`config.mk`:
```
export PLATFORM = sky130hd
export DESIGN_NAME = priority_ready_list_scheduler_core
export DESIGN_NICKNAME = d
export VERILOG_FILES = /design/src/rtl/core/prls_pkg.sv /design/src/rtl/core/prls_ctrl.sv /design/src/rtl/core/prls_dp.sv /design/src/rtl/core/priority_ready_list_scheduler_core.sv
export SDC_FILE = /design/constraint.sdc
export NUM_CORES = 1
export LEC_CHECK = 0
export BUFFER_PORTS_ARGS = -buffer_cell sky130_fd_sc_hd__clkbuf_2
export CORE_MARGIN = 5
export CORE_UTILIZATION = 60
export DETAILED_ROUTE_END_ITERATION = 12
export PLACE_DENSITY = 0.77
export SLEW_MARGIN = 25
export SYNTH_ARGS = -nofsm -noshare
export SYNTH_HDL_FRONTEND = slang
export SYNTH_SLANG_ARGS = --single-unit
```
`constraint.sdc`:
```
create_clock -name clk -period 6.25 [get_ports clk]
set_input_delay 0.9375 -clock clk [delete_from_list [all_inputs] [get_ports clk]]
set_output_delay 0.9375 -clock clk [all_outputs]
set_load 0.01 [all_outputs]
```
`src/rtl/core/prls_pkg.sv`:
```
// Shared types and constants of the priority ready-list scheduler.
package prls_pkg;

	localparam int MAX_TASKS_DEF     = 16;
	localparam int PRIORITY_BITS_DEF = 8;
	localparam int ID_W              = 4;
	localparam int PRIO_IN_W         = 8;
	localparam int OUTCOME_W         = 3;

	// Input beat kinds
	localparam logic MODE_ADD   = 1'b0;
	localparam logic MODE_SCHED = 1'b1;

	typedef enum logic [OUTCOME_W-1:0] {
		OUT_ADDED    = 3'd0,
		OUT_FULL     = 3'd1,
		OUT_SWITCHED = 3'd2,
		OUT_KEPT     = 3'd3,
		OUT_EMPTY    = 3'd4
	} outcome_t;

	// Commands from the controller to the datapath.
	typedef struct packed {
		logic     add_wr;    // append the incoming task at the list tail
		logic     scan_rd;   // the current read feeds the best-priority search
		logic     remove;    // move the last entry into the chosen slot
		logic     out_load;  // load the result register
		outcome_t out_code;
	} cmd_t;

	// Status from the datapath to the controller.
	typedef struct packed {
		logic empty;
		logic full;
		logic has_running;
	} stat_t;

endpackage

```
`src/rtl/core/prls_ctrl.sv`:
```
// Controller state machine of the priority ready-list scheduler.
module prls_ctrl #(
	parameter  int MAX_TASKS = prls_pkg::MAX_TASKS_DEF,
	localparam int IW        = $clog2(MAX_TASKS),
	localparam int CW        = $clog2(MAX_TASKS + 1)
) (
	input  logic                  clk,
	input  logic                  arst_n,
	input  logic                  in_valid,
	output logic                  in_ready,
	input  logic                  mode,
	input  logic                  running_finished,
	output logic                  out_valid,
	input  logic                  out_ready,
	input  prls_pkg::stat_t       stat,
	input  logic [CW-1:0]         count,
	output prls_pkg::cmd_t        cmd,
	output logic [IW-1:0]         rd_addr
);

	typedef enum logic [1:0] {
		ST_IDLE,
		ST_SCAN,
		ST_MOVE,
		ST_WRITE
	} state_t;

	state_t        state_q;
	state_t        state_d;
	logic [IW-1:0] scan_idx_q;
	logic          out_valid_q;
	logic [IW-1:0] last_idx;
	logic          accept;

	assign last_idx  = IW'(count - CW'(1));
	assign in_ready  = (state_q == ST_IDLE) && (!out_valid_q || out_ready);
	assign accept    = in_valid && in_ready;
	assign out_valid = out_valid_q;

	// Decode the current state into datapath commands
	always_comb begin
		cmd          = '0;
		cmd.out_code = prls_pkg::OUT_ADDED;
		rd_addr      = scan_idx_q;
		state_d      = state_q;
		unique case (state_q)
			ST_IDLE: begin
				if (accept) begin
					if (mode == prls_pkg::MODE_ADD) begin
						cmd.out_load = 1'b1;
						if (stat.full) begin
							cmd.out_code = prls_pkg::OUT_FULL;
						end else begin
							cmd.add_wr   = 1'b1;
							cmd.out_code = prls_pkg::OUT_ADDED;
						end
					end else if (stat.empty) begin
						cmd.out_load = 1'b1;
						cmd.out_code = prls_pkg::OUT_EMPTY;
					end else if (stat.has_running && !running_finished) begin
						cmd.out_load = 1'b1;
						cmd.out_code = prls_pkg::OUT_KEPT;
					end else begin
						state_d = ST_SCAN;
					end
				end
			end
			ST_SCAN: begin
				cmd.scan_rd = 1'b1;
				if (scan_idx_q == last_idx) begin
					state_d = ST_MOVE;
				end
			end
			ST_MOVE: begin
				// fetch the tail entry while the last compare completes
				rd_addr = last_idx;
				state_d = ST_WRITE;
			end
			ST_WRITE: begin
				cmd.remove   = 1'b1;
				cmd.out_load = 1'b1;
				cmd.out_code = prls_pkg::OUT_SWITCHED;
				state_d      = ST_IDLE;
			end
			default: begin
				state_d = ST_IDLE;
			end
		endcase
	end

	// Hold state, scan index and result valid
	always_ff @(posedge clk or negedge arst_n) begin
		if (!arst_n) begin
			state_q     <= ST_IDLE;
			scan_idx_q  <= '0;
			out_valid_q <= 1'b0;
		end else begin
			state_q <= state_d;
			if (state_q == ST_SCAN) begin
				scan_idx_q <= scan_idx_q + IW'(1);
			end else begin
				scan_idx_q <= '0;
			end
			out_valid_q <= cmd.out_load || (out_valid_q && !out_ready);
		end
	end

`ifndef NO_ASSERTIONS
	// A new result never overwrites one that is still waiting
	a_no_overwrite: assert property (@(posedge clk) disable iff (!arst_n)
		cmd.out_load |-> (!out_valid_q || out_ready))
		else $error("result register overwritten");

	// The scan never runs past the end of the list
	a_scan_bound: assert property (@(posedge clk) disable iff (!arst_n)
		(state_q == ST_SCAN) |-> ((CW+1)'(scan_idx_q) < (CW+1)'(count)))
		else $error("scan beyond list end");
`endif

endmodule

```
`src/rtl/core/prls_dp.sv`:
```
// Datapath of the priority ready-list scheduler: ready list memory, search and result register.
module prls_dp #(
	parameter  int MAX_TASKS     = prls_pkg::MAX_TASKS_DEF,
	parameter  int PRIORITY_BITS = prls_pkg::PRIORITY_BITS_DEF,
	localparam int IW            = $clog2(MAX_TASKS),
	localparam int CW            = $clog2(MAX_TASKS + 1)
) (
	input  logic                              clk,
	input  logic                              arst_n,
	input  logic [prls_pkg::ID_W-1:0]         task_id,
	input  logic [prls_pkg::PRIO_IN_W-1:0]    task_priority,
	input  prls_pkg::cmd_t                    cmd,
	input  logic [IW-1:0]                     rd_addr,
	output prls_pkg::stat_t                   stat,
	output logic [CW-1:0]                     count,
	output logic [prls_pkg::OUTCOME_W-1:0]    outcome,
	output logic [prls_pkg::ID_W-1:0]         chosen_id,
	output logic [prls_pkg::PRIO_IN_W-1:0]    chosen_priority
);

	localparam int PW = PRIORITY_BITS;

	logic [prls_pkg::ID_W-1:0]              id_mem [MAX_TASKS];
	logic [PW-1:0]                          prio_mem [MAX_TASKS];

	logic [CW-1:0]                          count_q;
	logic                                   has_running_q;
	logic                                   scan_vld_s1;
	logic [prls_pkg::ID_W-1:0]              rd_id_s1;
	logic [PW-1:0]                          rd_prio_s1;
	logic [IW-1:0]                          rd_idx_s1;
	logic [prls_pkg::ID_W-1:0]              best_id_q;
	logic [PW-1:0]                          best_prio_q;
	logic [IW-1:0]                          best_idx_q;
	logic [prls_pkg::OUTCOME_W-1:0]         outcome_q;
	logic [prls_pkg::ID_W-1:0]              chosen_id_q;
	logic [prls_pkg::PRIO_IN_W-1:0]         chosen_prio_q;

	logic [PW+prls_pkg::PRIO_IN_W-1:0]      prio_in_wide;
	logic [PW+prls_pkg::PRIO_IN_W-1:0]      prio_out_wide;
	logic [PW-1:0]                          prio_in;
	logic                                   mem_we;
	logic [IW-1:0]                          mem_waddr;
	logic [prls_pkg::ID_W-1:0]              mem_wid;
	logic [PW-1:0]                          mem_wprio;

	// Fit the incoming priority to the stored width, and the stored one to the port
	assign prio_in_wide  = {{PW{1'b0}}, task_priority};
	assign prio_in       = prio_in_wide[PW-1:0];
	assign prio_out_wide = {{prls_pkg::PRIO_IN_W{1'b0}}, best_prio_q};

	// Write port: append at the tail, or move the tail into the chosen slot
	assign mem_we    = cmd.add_wr || cmd.remove;
	assign mem_waddr = cmd.add_wr ? IW'(count_q) : best_idx_q;
	assign mem_wid   = cmd.add_wr ? task_id : rd_id_s1;
	assign mem_wprio = cmd.add_wr ? prio_in : rd_prio_s1;

	// Ready list memory with registered read
	always_ff @(posedge clk) begin
		if (mem_we) begin
			id_mem[mem_waddr]   <= mem_wid;
			prio_mem[mem_waddr] <= mem_wprio;
		end
		rd_id_s1   <= id_mem[rd_addr];
		rd_prio_s1 <= prio_mem[rd_addr];
		rd_idx_s1  <= rd_addr;
	end

	// Track the first entry of strictly highest priority
	always_ff @(posedge clk) begin
		if (scan_vld_s1 && (rd_idx_s1 == '0 || rd_prio_s1 > best_prio_q)) begin
			best_id_q   <= rd_id_s1;
			best_prio_q <= rd_prio_s1;
			best_idx_q  <= rd_idx_s1;
		end
	end

	// List fill, running flag and scan read valid
	always_ff @(posedge clk or negedge arst_n) begin
		if (!arst_n) begin
			count_q       <= '0;
			has_running_q <= 1'b0;
			scan_vld_s1   <= 1'b0;
		end else begin
			scan_vld_s1 <= cmd.scan_rd;
			if (cmd.add_wr) begin
				count_q <= count_q + CW'(1);
			end else if (cmd.remove) begin
				count_q       <= count_q - CW'(1);
				has_running_q <= 1'b1;
			end
		end
	end

	// Load the result beat
	always_ff @(posedge clk) begin
		if (cmd.out_load) begin
			outcome_q <= cmd.out_code;
			if (cmd.out_code == prls_pkg::OUT_SWITCHED) begin
				chosen_id_q   <= best_id_q;
				chosen_prio_q <= prio_out_wide[prls_pkg::PRIO_IN_W-1:0];
			end else begin
				chosen_id_q   <= '0;
				chosen_prio_q <= '0;
			end
		end
	end

	assign stat.empty       = (count_q == '0);
	assign stat.full        = (count_q == CW'(MAX_TASKS));
	assign stat.has_running = has_running_q;
	assign count            = count_q;
	assign outcome          = outcome_q;
	assign chosen_id        = chosen_id_q;
	assign chosen_priority  = chosen_prio_q;

`ifndef NO_ASSERTIONS
	// The fill count never goes past the list depth
	a_count_bound: assert property (@(posedge clk) disable iff (!arst_n)
		(count_q <= CW'(MAX_TASKS)))
		else $error("ready count beyond depth");

	// Removal only happens on a non-empty list and never with an append
	a_remove_ok: assert property (@(posedge clk) disable iff (!arst_n)
		cmd.remove |-> (count_q != '0 && !cmd.add_wr))
		else $error("removal from empty list");
`endif

endmodule

```
`src/rtl/core/priority_ready_list_scheduler_core.sv`:
```
// Top level of the priority ready-list scheduler: controller plus datapath.
// An add beat (mode 0) appends a task to the ready list, or reports the list full; a
// schedule beat (mode 1) reports an empty list or a running task kept in one step, and
// otherwise searches the list for the first entry of highest priority, fills its slot with
// the tail entry and reports the switch. Adds, drops, empty and kept results appear in the
// cycle after the beat is taken. For a switch, the search reads one list entry per cycle
// through the single read port of the ready list memory, then a move state fetches the
// tail entry and a write state writes it back. One item is worked on at a time; the next
// beat is taken once the block is idle and the result register is empty or being emptied.
module priority_ready_list_scheduler_core #(
	parameter int MAX_TASKS     = prls_pkg::MAX_TASKS_DEF,
	parameter int PRIORITY_BITS = prls_pkg::PRIORITY_BITS_DEF
) (
	input  logic                              clk,
	input  logic                              arst_n,
	input  logic                              in_valid,
	output logic                              in_ready,
	input  logic                              mode,
	input  logic [prls_pkg::ID_W-1:0]         task_id,
	input  logic [prls_pkg::PRIO_IN_W-1:0]    task_priority,
	input  logic                              running_finished,
	output logic                              out_valid,
	input  logic                              out_ready,
	output logic [prls_pkg::OUTCOME_W-1:0]    outcome,
	output logic [prls_pkg::ID_W-1:0]         chosen_id,
	output logic [prls_pkg::PRIO_IN_W-1:0]    chosen_priority
);

	localparam int IW = $clog2(MAX_TASKS);
	localparam int CW = $clog2(MAX_TASKS + 1);

	prls_pkg::cmd_t  cmd;
	prls_pkg::stat_t stat;
	logic [IW-1:0]   rd_addr;
	logic [CW-1:0]   count;

	prls_ctrl #(
		.MAX_TASKS (MAX_TASKS)
	) u_ctrl (
		.clk              (clk),
		.arst_n           (arst_n),
		.in_valid         (in_valid),
		.in_ready         (in_ready),
		.mode             (mode),
		.running_finished (running_finished),
		.out_valid        (out_valid),
		.out_ready        (out_ready),
		.stat             (stat),
		.count            (count),
		.cmd              (cmd),
		.rd_addr          (rd_addr)
	);

	prls_dp #(
		.MAX_TASKS     (MAX_TASKS),
		.PRIORITY_BITS (PRIORITY_BITS)
	) u_dp (
		.clk             (clk),
		.arst_n          (arst_n),
		.task_id         (task_id),
		.task_priority   (task_priority),
		.cmd             (cmd),
		.rd_addr         (rd_addr),
		.stat            (stat),
		.count           (count),
		.outcome         (outcome),
		.chosen_id       (chosen_id),
		.chosen_priority (chosen_priority)
	);

endmodule

```
Yosys cells after proc, flatten, opt, wreduce, memory -nomap -nowiden
Memory sizes are Yosys's and may differ from the RTL's. A register that Yosys moved wholly into a read port is not among the register bits.
Cells that the tools add are included.
Word-level totals
  bits in registers: 49
  RAM bits: 192
  input port bits: 18
  output and inout port bits: 17
  word-level logic and storage cells: 76
  memories: 2
Memory list
  u_dp.prio_mem: words 16, bits a word 8, rd ports 1, clocked after Yosys merged registers in 1, wr ports 1, line prls_dp.sv:24  | logic [PW-1:0] prio_mem [MAX_TASKS];
  u_dp.id_mem: words 16, bits a word 4, rd ports 1, clocked after Yosys merged registers in 1, wr ports 1, line prls_dp.sv:23  | logic [prls_pkg::ID_W-1:0] id_mem [MAX_TASKS];
Operators by class
  add/subtract/negate cells: 3
  magnitude comparators: 1
  equal/unequal tests: 11
  mux-type cells: 27
  bitwise logic cells: 1
  reductions and logical operators: 18
Operator list (count)
  two-way mux 4 bit: 8
  two-way mux 2 bit: 5
  two-way mux 5 bit: 2
  two-way mux 1 bit: 9
  greater-than comparator 8 bit: 1
  two-way mux 8 bit: 1
  one-hot mux 2 bit (4 select lines): 1
  one-hot mux 4 bit (2 select lines): 1
  inequality test 2 bit (second input constant): 3
  adder 5 x 1 -> 5 bit (second input constant): 1
  == test 5 bit (second input constant): 1
  logical AND 1 bit: 5
  logical NOT 5 bit: 1
  AND reduction 5 bit: 1
  subtractor 5 x 1 -> 5 bit (second input constant): 1
  adder 4 x 1 -> 4 bit (second input constant): 1
  == test 2 bit (second input constant): 2
  == test 4 bit: 1
  logical NOT 4 bit: 1
  logical OR 1 bit: 4
  inequality test 2 x 1 -> 1 bit (second input constant): 2
  == test 3 x 2 -> 1 bit (second input constant): 1
  logical NOT 1 bit: 3
  == test 2 x 1 -> 1 bit (second input constant): 1
  4 further kinds: 4

Logic depth before layout (Yosys ltp)
  word-level depth: 9
  depth in mapped cells: 13
  gate-level depth less buffers: 8

By module
A second synthesis with hierarchy kept.
Second synthesis, totals
  cells, all modules: 542
  area total of the unflattened synthesis: 10064.7 um2
By module, submodules not included
  prls_dp: times used 1, cells an instance 470, area each 9434.0 um2, seq. area each 7191.9 um2
  prls_ctrl: times used 1, cells an instance 72, area each 630.6 um2, seq. area each 175.2 um2

Least setup slack after synthesis
OpenSTA, ideal clock, no wires.
  kind: input to register
  from: input port out_ready
  to: memory u_dp.id_mem[14][0] (netlist name) (enable)
  setup time: 0.385 ns
  arrival time: 2.683 ns
  required time: 5.865 ns
  slack: 3.182 ns
  stages: 8
  buffers on the path: 3
  path through: nand2b_1 > and3_1 > clkbuf_1 > and2_1 > buf_2 > buf_2 > nand3_1 > a21oi_1
Between the ends
  longest elaborated chain between the ends: 8
Ends and longest elaborated chain
  from (decl): line priority_ready_list_scheduler_core.sv:23  | input logic out_ready,
  logical OR 1 bit *: line prls_ctrl.sv:36  | assign in_ready = (state_q == ST_IDLE) && (!out_valid_q || out_ready);
  logical AND 1 bit *: line prls_ctrl.sv:36
  logical AND 1 bit *: line prls_ctrl.sv:37  | assign accept = in_valid && in_ready;
  two-way mux 1 bit *: line prls_ctrl.sv:48  | if (accept) begin
  two-way mux 1 bit *: line prls_ctrl.sv:46  | unique case (state_q)
  logical OR 1 bit: line prls_dp.sv:53  | assign mem_we = cmd.add_wr || cmd.remove;
  two-way mux 1 bit: line prls_dp.sv:60  | if (mem_we) begin
  two-way mux 1 bit (implied by the code): line prls_dp.sv:61  | id_mem[mem_waddr] <= mem_wid;
  to (decl): line prls_dp.sv:23
Mark *: on every way between the ends. The rest lies on a longest branch, timed or not.

Worst setup path after layout
  from: register u_dp.count_q[1] (netlist: u_dp.count[1])
  to: memory u_dp.prio_mem[2][4] (netlist name) (enable)
Between the ends
  longest elaborated chain between the ends: 8
Ends and longest elaborated chain
  from (decl): line prls_dp.sv:26  | logic [CW-1:0] count_q;
  from (signal assigned): line prls_dp.sv:87  | count_q <= count_q + CW'(1);
  from (signal assigned): line prls_dp.sv:89  | count_q <= count_q - CW'(1);
  == test 5 bit: line prls_dp.sv:110  | assign stat.full = (count_q == CW'(MAX_TASKS));
  two-way mux 1 bit: line prls_ctrl.sv:51  | if (stat.full) begin
  two-way mux 1 bit: line prls_ctrl.sv:49  | if (mode == prls_pkg::MODE_ADD) begin
  two-way mux 1 bit: line prls_ctrl.sv:48
  two-way mux 1 bit: line prls_ctrl.sv:46
  logical OR 1 bit: line prls_dp.sv:53
  two-way mux 1 bit: line prls_dp.sv:60
  two-way mux 1 bit (implied by the code): line prls_dp.sv:62  | prio_mem[mem_waddr] <= mem_wprio;
  to (decl): line prls_dp.sv:24
Several ways; a longest one is shown, not always the timed one.

==> flow_summary.ini <==
[outcome]
status = finished, final reports clean

[cells_and_area]
multi_input_area_um2 = 3800
diodes = 0
regArea_um2 = 7370
area_delta_synth_final_pct = 10.15
drive_above_1_share = 0.1382
num-fill-cells = 1317
nNetsFinal = 940

[detailed_routing]
first_pass_iters = 6
drtIter0Drc = 874
vias = 7926
routed_wirelength_um = 29450
post_drt_wl_per_cell_um = 24.83
vias_per_cell = 6.683
ant_nets = 0
drcViolationCount = 0

[timing]
hold_viol = 0
fmax_mhz = 261.1
drv_slew = 0
clock_skew_ns = 0.01122
finalSetupViolCount = 0
tightest_slew_ns = 1.044
period_share = 0.6128
slew_headroom = 0.3039
fin_crit_ns = 3.830
tns_ns = 0
rsz0062_at_grt = no

[global_routing]
grt_use_met1 = 0.3612
grt_remaining_overflow = 0
antenna_found_initial = 0
met3_usage = 0.04692
grt_pass1_vias = 7514
grt_max_degree = 77
track_usage = 0.2622
busiest_layer = met2
grt_use_met2 = 0.4167
grt_pass1_wl_um = 43970

[setup_path]
critical_path_class = register to register
cp_max_fo = 25
cp-end-kind = register
r2r_start = u_dp.count[1]$_DFFE_PN0P_
crit_arrival_ns = 3.98
reg2regPathDepth = 6
crit_required_ns = 6.40
crit_start = u_dp.count[1]$_DFFE_PN0P_
start_kind = register

[clock_tree]
cts_sinks = 253
cts-buffers-inserted = 26
clock_path_buffers = 3
cts_hold_buf = 0
cts_tree = yes
path_clk_slew_ns = 0.07
cts-root-buf = clkbuf_16
cts_htree_levels = 1
post_cts_resized = 0
clock_latency_ns = 0.53
post-cts-setup-buffers = 0

[synth]
synth-seq-area-share = 0.6397
ys_ff_latch = 253
ys_warn_count = 0
synthCells = 895
synth_cell_types = 61
postSynthNetCount = 929
ys.flop_type = edfxtp_1
synth-async-reset-ratio = 0.05534
synth-edff-count = 223
avgSynthCellArea_um2 = 12.87
synth_area_um2 = 11520

[power_and_ir_drop]
power_mw = 7.242
power_density_nw_per_um2 = 570.9
ir_drop_uv = 340.5
leakagePower_nw = 4.267

[floorplan]
die-height_um = 148.5
die_x_um = 148.5
initial_utilization = 0.6116
rows = 50
core_area_um2 = 18830
ios = 35
dieArea_um2 = 22070

[min_path]
hold_path_class = input port to asynchronous set/reset pin

[placement]
dp_hpwl_um = 18260
routabilityCongestion = 0.9360
io_buffer_count = 34

[job]
cap_violations = 0
per-layer routing:
layer	vias up	wire length (um)
li1	3448	-
met1	3839	11390
met2	536	13310
met3	103	3166
met4	0	1584
met5	-	0
area by class of cell:
type	instances	share of cell area
Inverter	19	0.005622
Clock inverter	16	0.01105
Timing Repair Buffer	48	0.02170
Sequential cell	253	0.5809
Tap cell	260	0.02564
Clock buffer	32	0.05553
Multi-Input combinational cell	558	0.2995
Yosys cell counts (all sizes together) (6+ instances only):
library cell / instances / area [um2]
nand2: 49 / 183.9
a31oi: 24 / 156.4
o22ai: 12 / 75.07
buf: 39 / 207.7
nand4b: 6 / 52.55
nand3b: 25 / 187.7
o31ai: 12 / 90.09
ha: 16 / 200.2
o21ai: 28 / 140.1
nor3: 14 / 81.33
dfxtp: 16 / 320.3
and2: 17 / 106.4
dfrtp: 14 / 350.3
inv: 19 / 71.32
a21oi: 38 / 193.9
clkbuf: 26 / 97.59
o21a: 9 / 67.56
mux4: 12 / 270.3
o211ai: 36 / 270.3
nand3: 7 / 35.03
edfxtp: 223 / 6696
xnor2: 9 / 97.60
a2bb2oi: 13 / 113.9
a22oi: 14 / 105.1
o221ai: 18 / 157.7
o22a: 18 / 157.7
nor2b: 37 / 234.0
or3: 7 / 43.79
nand2b: 18 / 112.6
a32oi: 8 / 70.07
nor2: 85 / 337.8
metrics by stage:
step | cells | hold WS, ns | setup slack (ns) | instance area [um2] | utilization
5_1_grt | 1186 | 0.3447 | 2.328 | 12690 | 0.6737
3_5_place_dp | 1138 | 0.4179 | 2.288 | 11820 | 0.6279
6_report | 1186 | 0.3138 | 2.420 | 12690 | 0.6737
2_1_floorplan | 895 | 0.4081 | 3.182 | 11520 | -
3_3_place_gp | 1138 | 0.4225 | 2.380 | 11820 | 0.6278
4_1_cts | 1186 | 0.3330 | 2.521 | 12670 | 0.6728
kinds of logic (layout without fill, tap and decap cells):
| family | Yosys count | count (layout) | synth area share |
|---|---|---|---|
| simple gates | 278 | 278 | 0.1287 |
| fa+ha+maj | 16 | 16 | 0.01738 |
| xor+xnor | 12 | 12 | 0.01195 |
| mux | 13 | 13 | 0.02444 |
| buf+inv | 84 | 115 | 0.03270 |
| flops | 253 | 253 | 0.6397 |
| compound gates | 239 | 239 | 0.1451 |
critical path, stage by stage, from the launching register on:
cell	delay, ns
dfrtp_1	0.56
inv_1	0.20
ha_1	0.26
a31oi_2	0.33
and2_1	0.82
a21oi_1	0.42
nor2_1	0.85
sequential cells by signal (all words and copies together) (netlist names):
| name | cells |
|---|---|
| u_ctrl.out_valid | 1 |
| u_dp.best_idx_q | 4 |
| u_dp.id_mem | 64 |
| u_dp.best_id_q | 4 |
| u_dp.rd_idx_s1 | 4 |
| u_dp.chosen_id | 4 |
| u_dp.scan_vld_s1 | 1 |
| u_ctrl.scan_idx_q | 4 |
| u_dp.prio_mem | 128 |
| u_dp.rd_prio_s1 | 8 |
| u_dp.best_prio_q | 8 |
| u_dp.count | 5 |
| u_dp.chosen_priority | 8 |
| u_dp.outcome | 3 |
| u_dp.has_running_q | 1 |
| u_ctrl.state_q | 2 |
| u_dp.rd_id_s1 | 4 |
power breakdown:
group          switching [mW]  total, mW  internal [mW]  leakage [nW]
clock network           0.645       1.53          0.886         0.417
registers               0.175       2.56           2.39          2.33
logic                    2.15       3.15           1.00          1.52
total                    2.97       7.24           4.28          4.27
layout by cell type (no fill, tap or decap), drive strengths merged, types with 16 or more instances in the layout:
cell type | Yosys | final
o221ai | 18 | 18
a21oi | 38 | 38
clkbuf | 26 | 66
and2 | 17 | 17
nor2b | 37 | 37
o211ai | 36 | 36
nand3b | 25 | 25
ha | 16 | 16
o22a | 18 | 18
a31oi | 24 | 24
inv | 19 | 21
nor2 | 85 | 85
o21ai | 28 | 28
nand2 | 49 | 49
nand2b | 18 | 18
edfxtp | 223 | 223
dfxtp | 16 | 16
worst paths after layout:
kind / slack [ns] / end
worst max-delay path: 2.42 / u_dp.prio_mem[2][4]$_DFFE_PP_
worst min-delay path: 0.31 / u_dp.count[3]$_DFFE_PN0P_
worst max register to register: 2.42 / u_dp.prio_mem[2][4]$_DFFE_PP_
worst min register to register: 0.43 / u_dp.best_prio_q[0]$_DFFE_PP_
max in group asynchronous: 5.64 / u_dp.count[0]$_DFFE_PN0P_
min in group clk: 0.43 / u_dp.best_prio_q[0]$_DFFE_PP_
(Power assumes the default switching activity.)
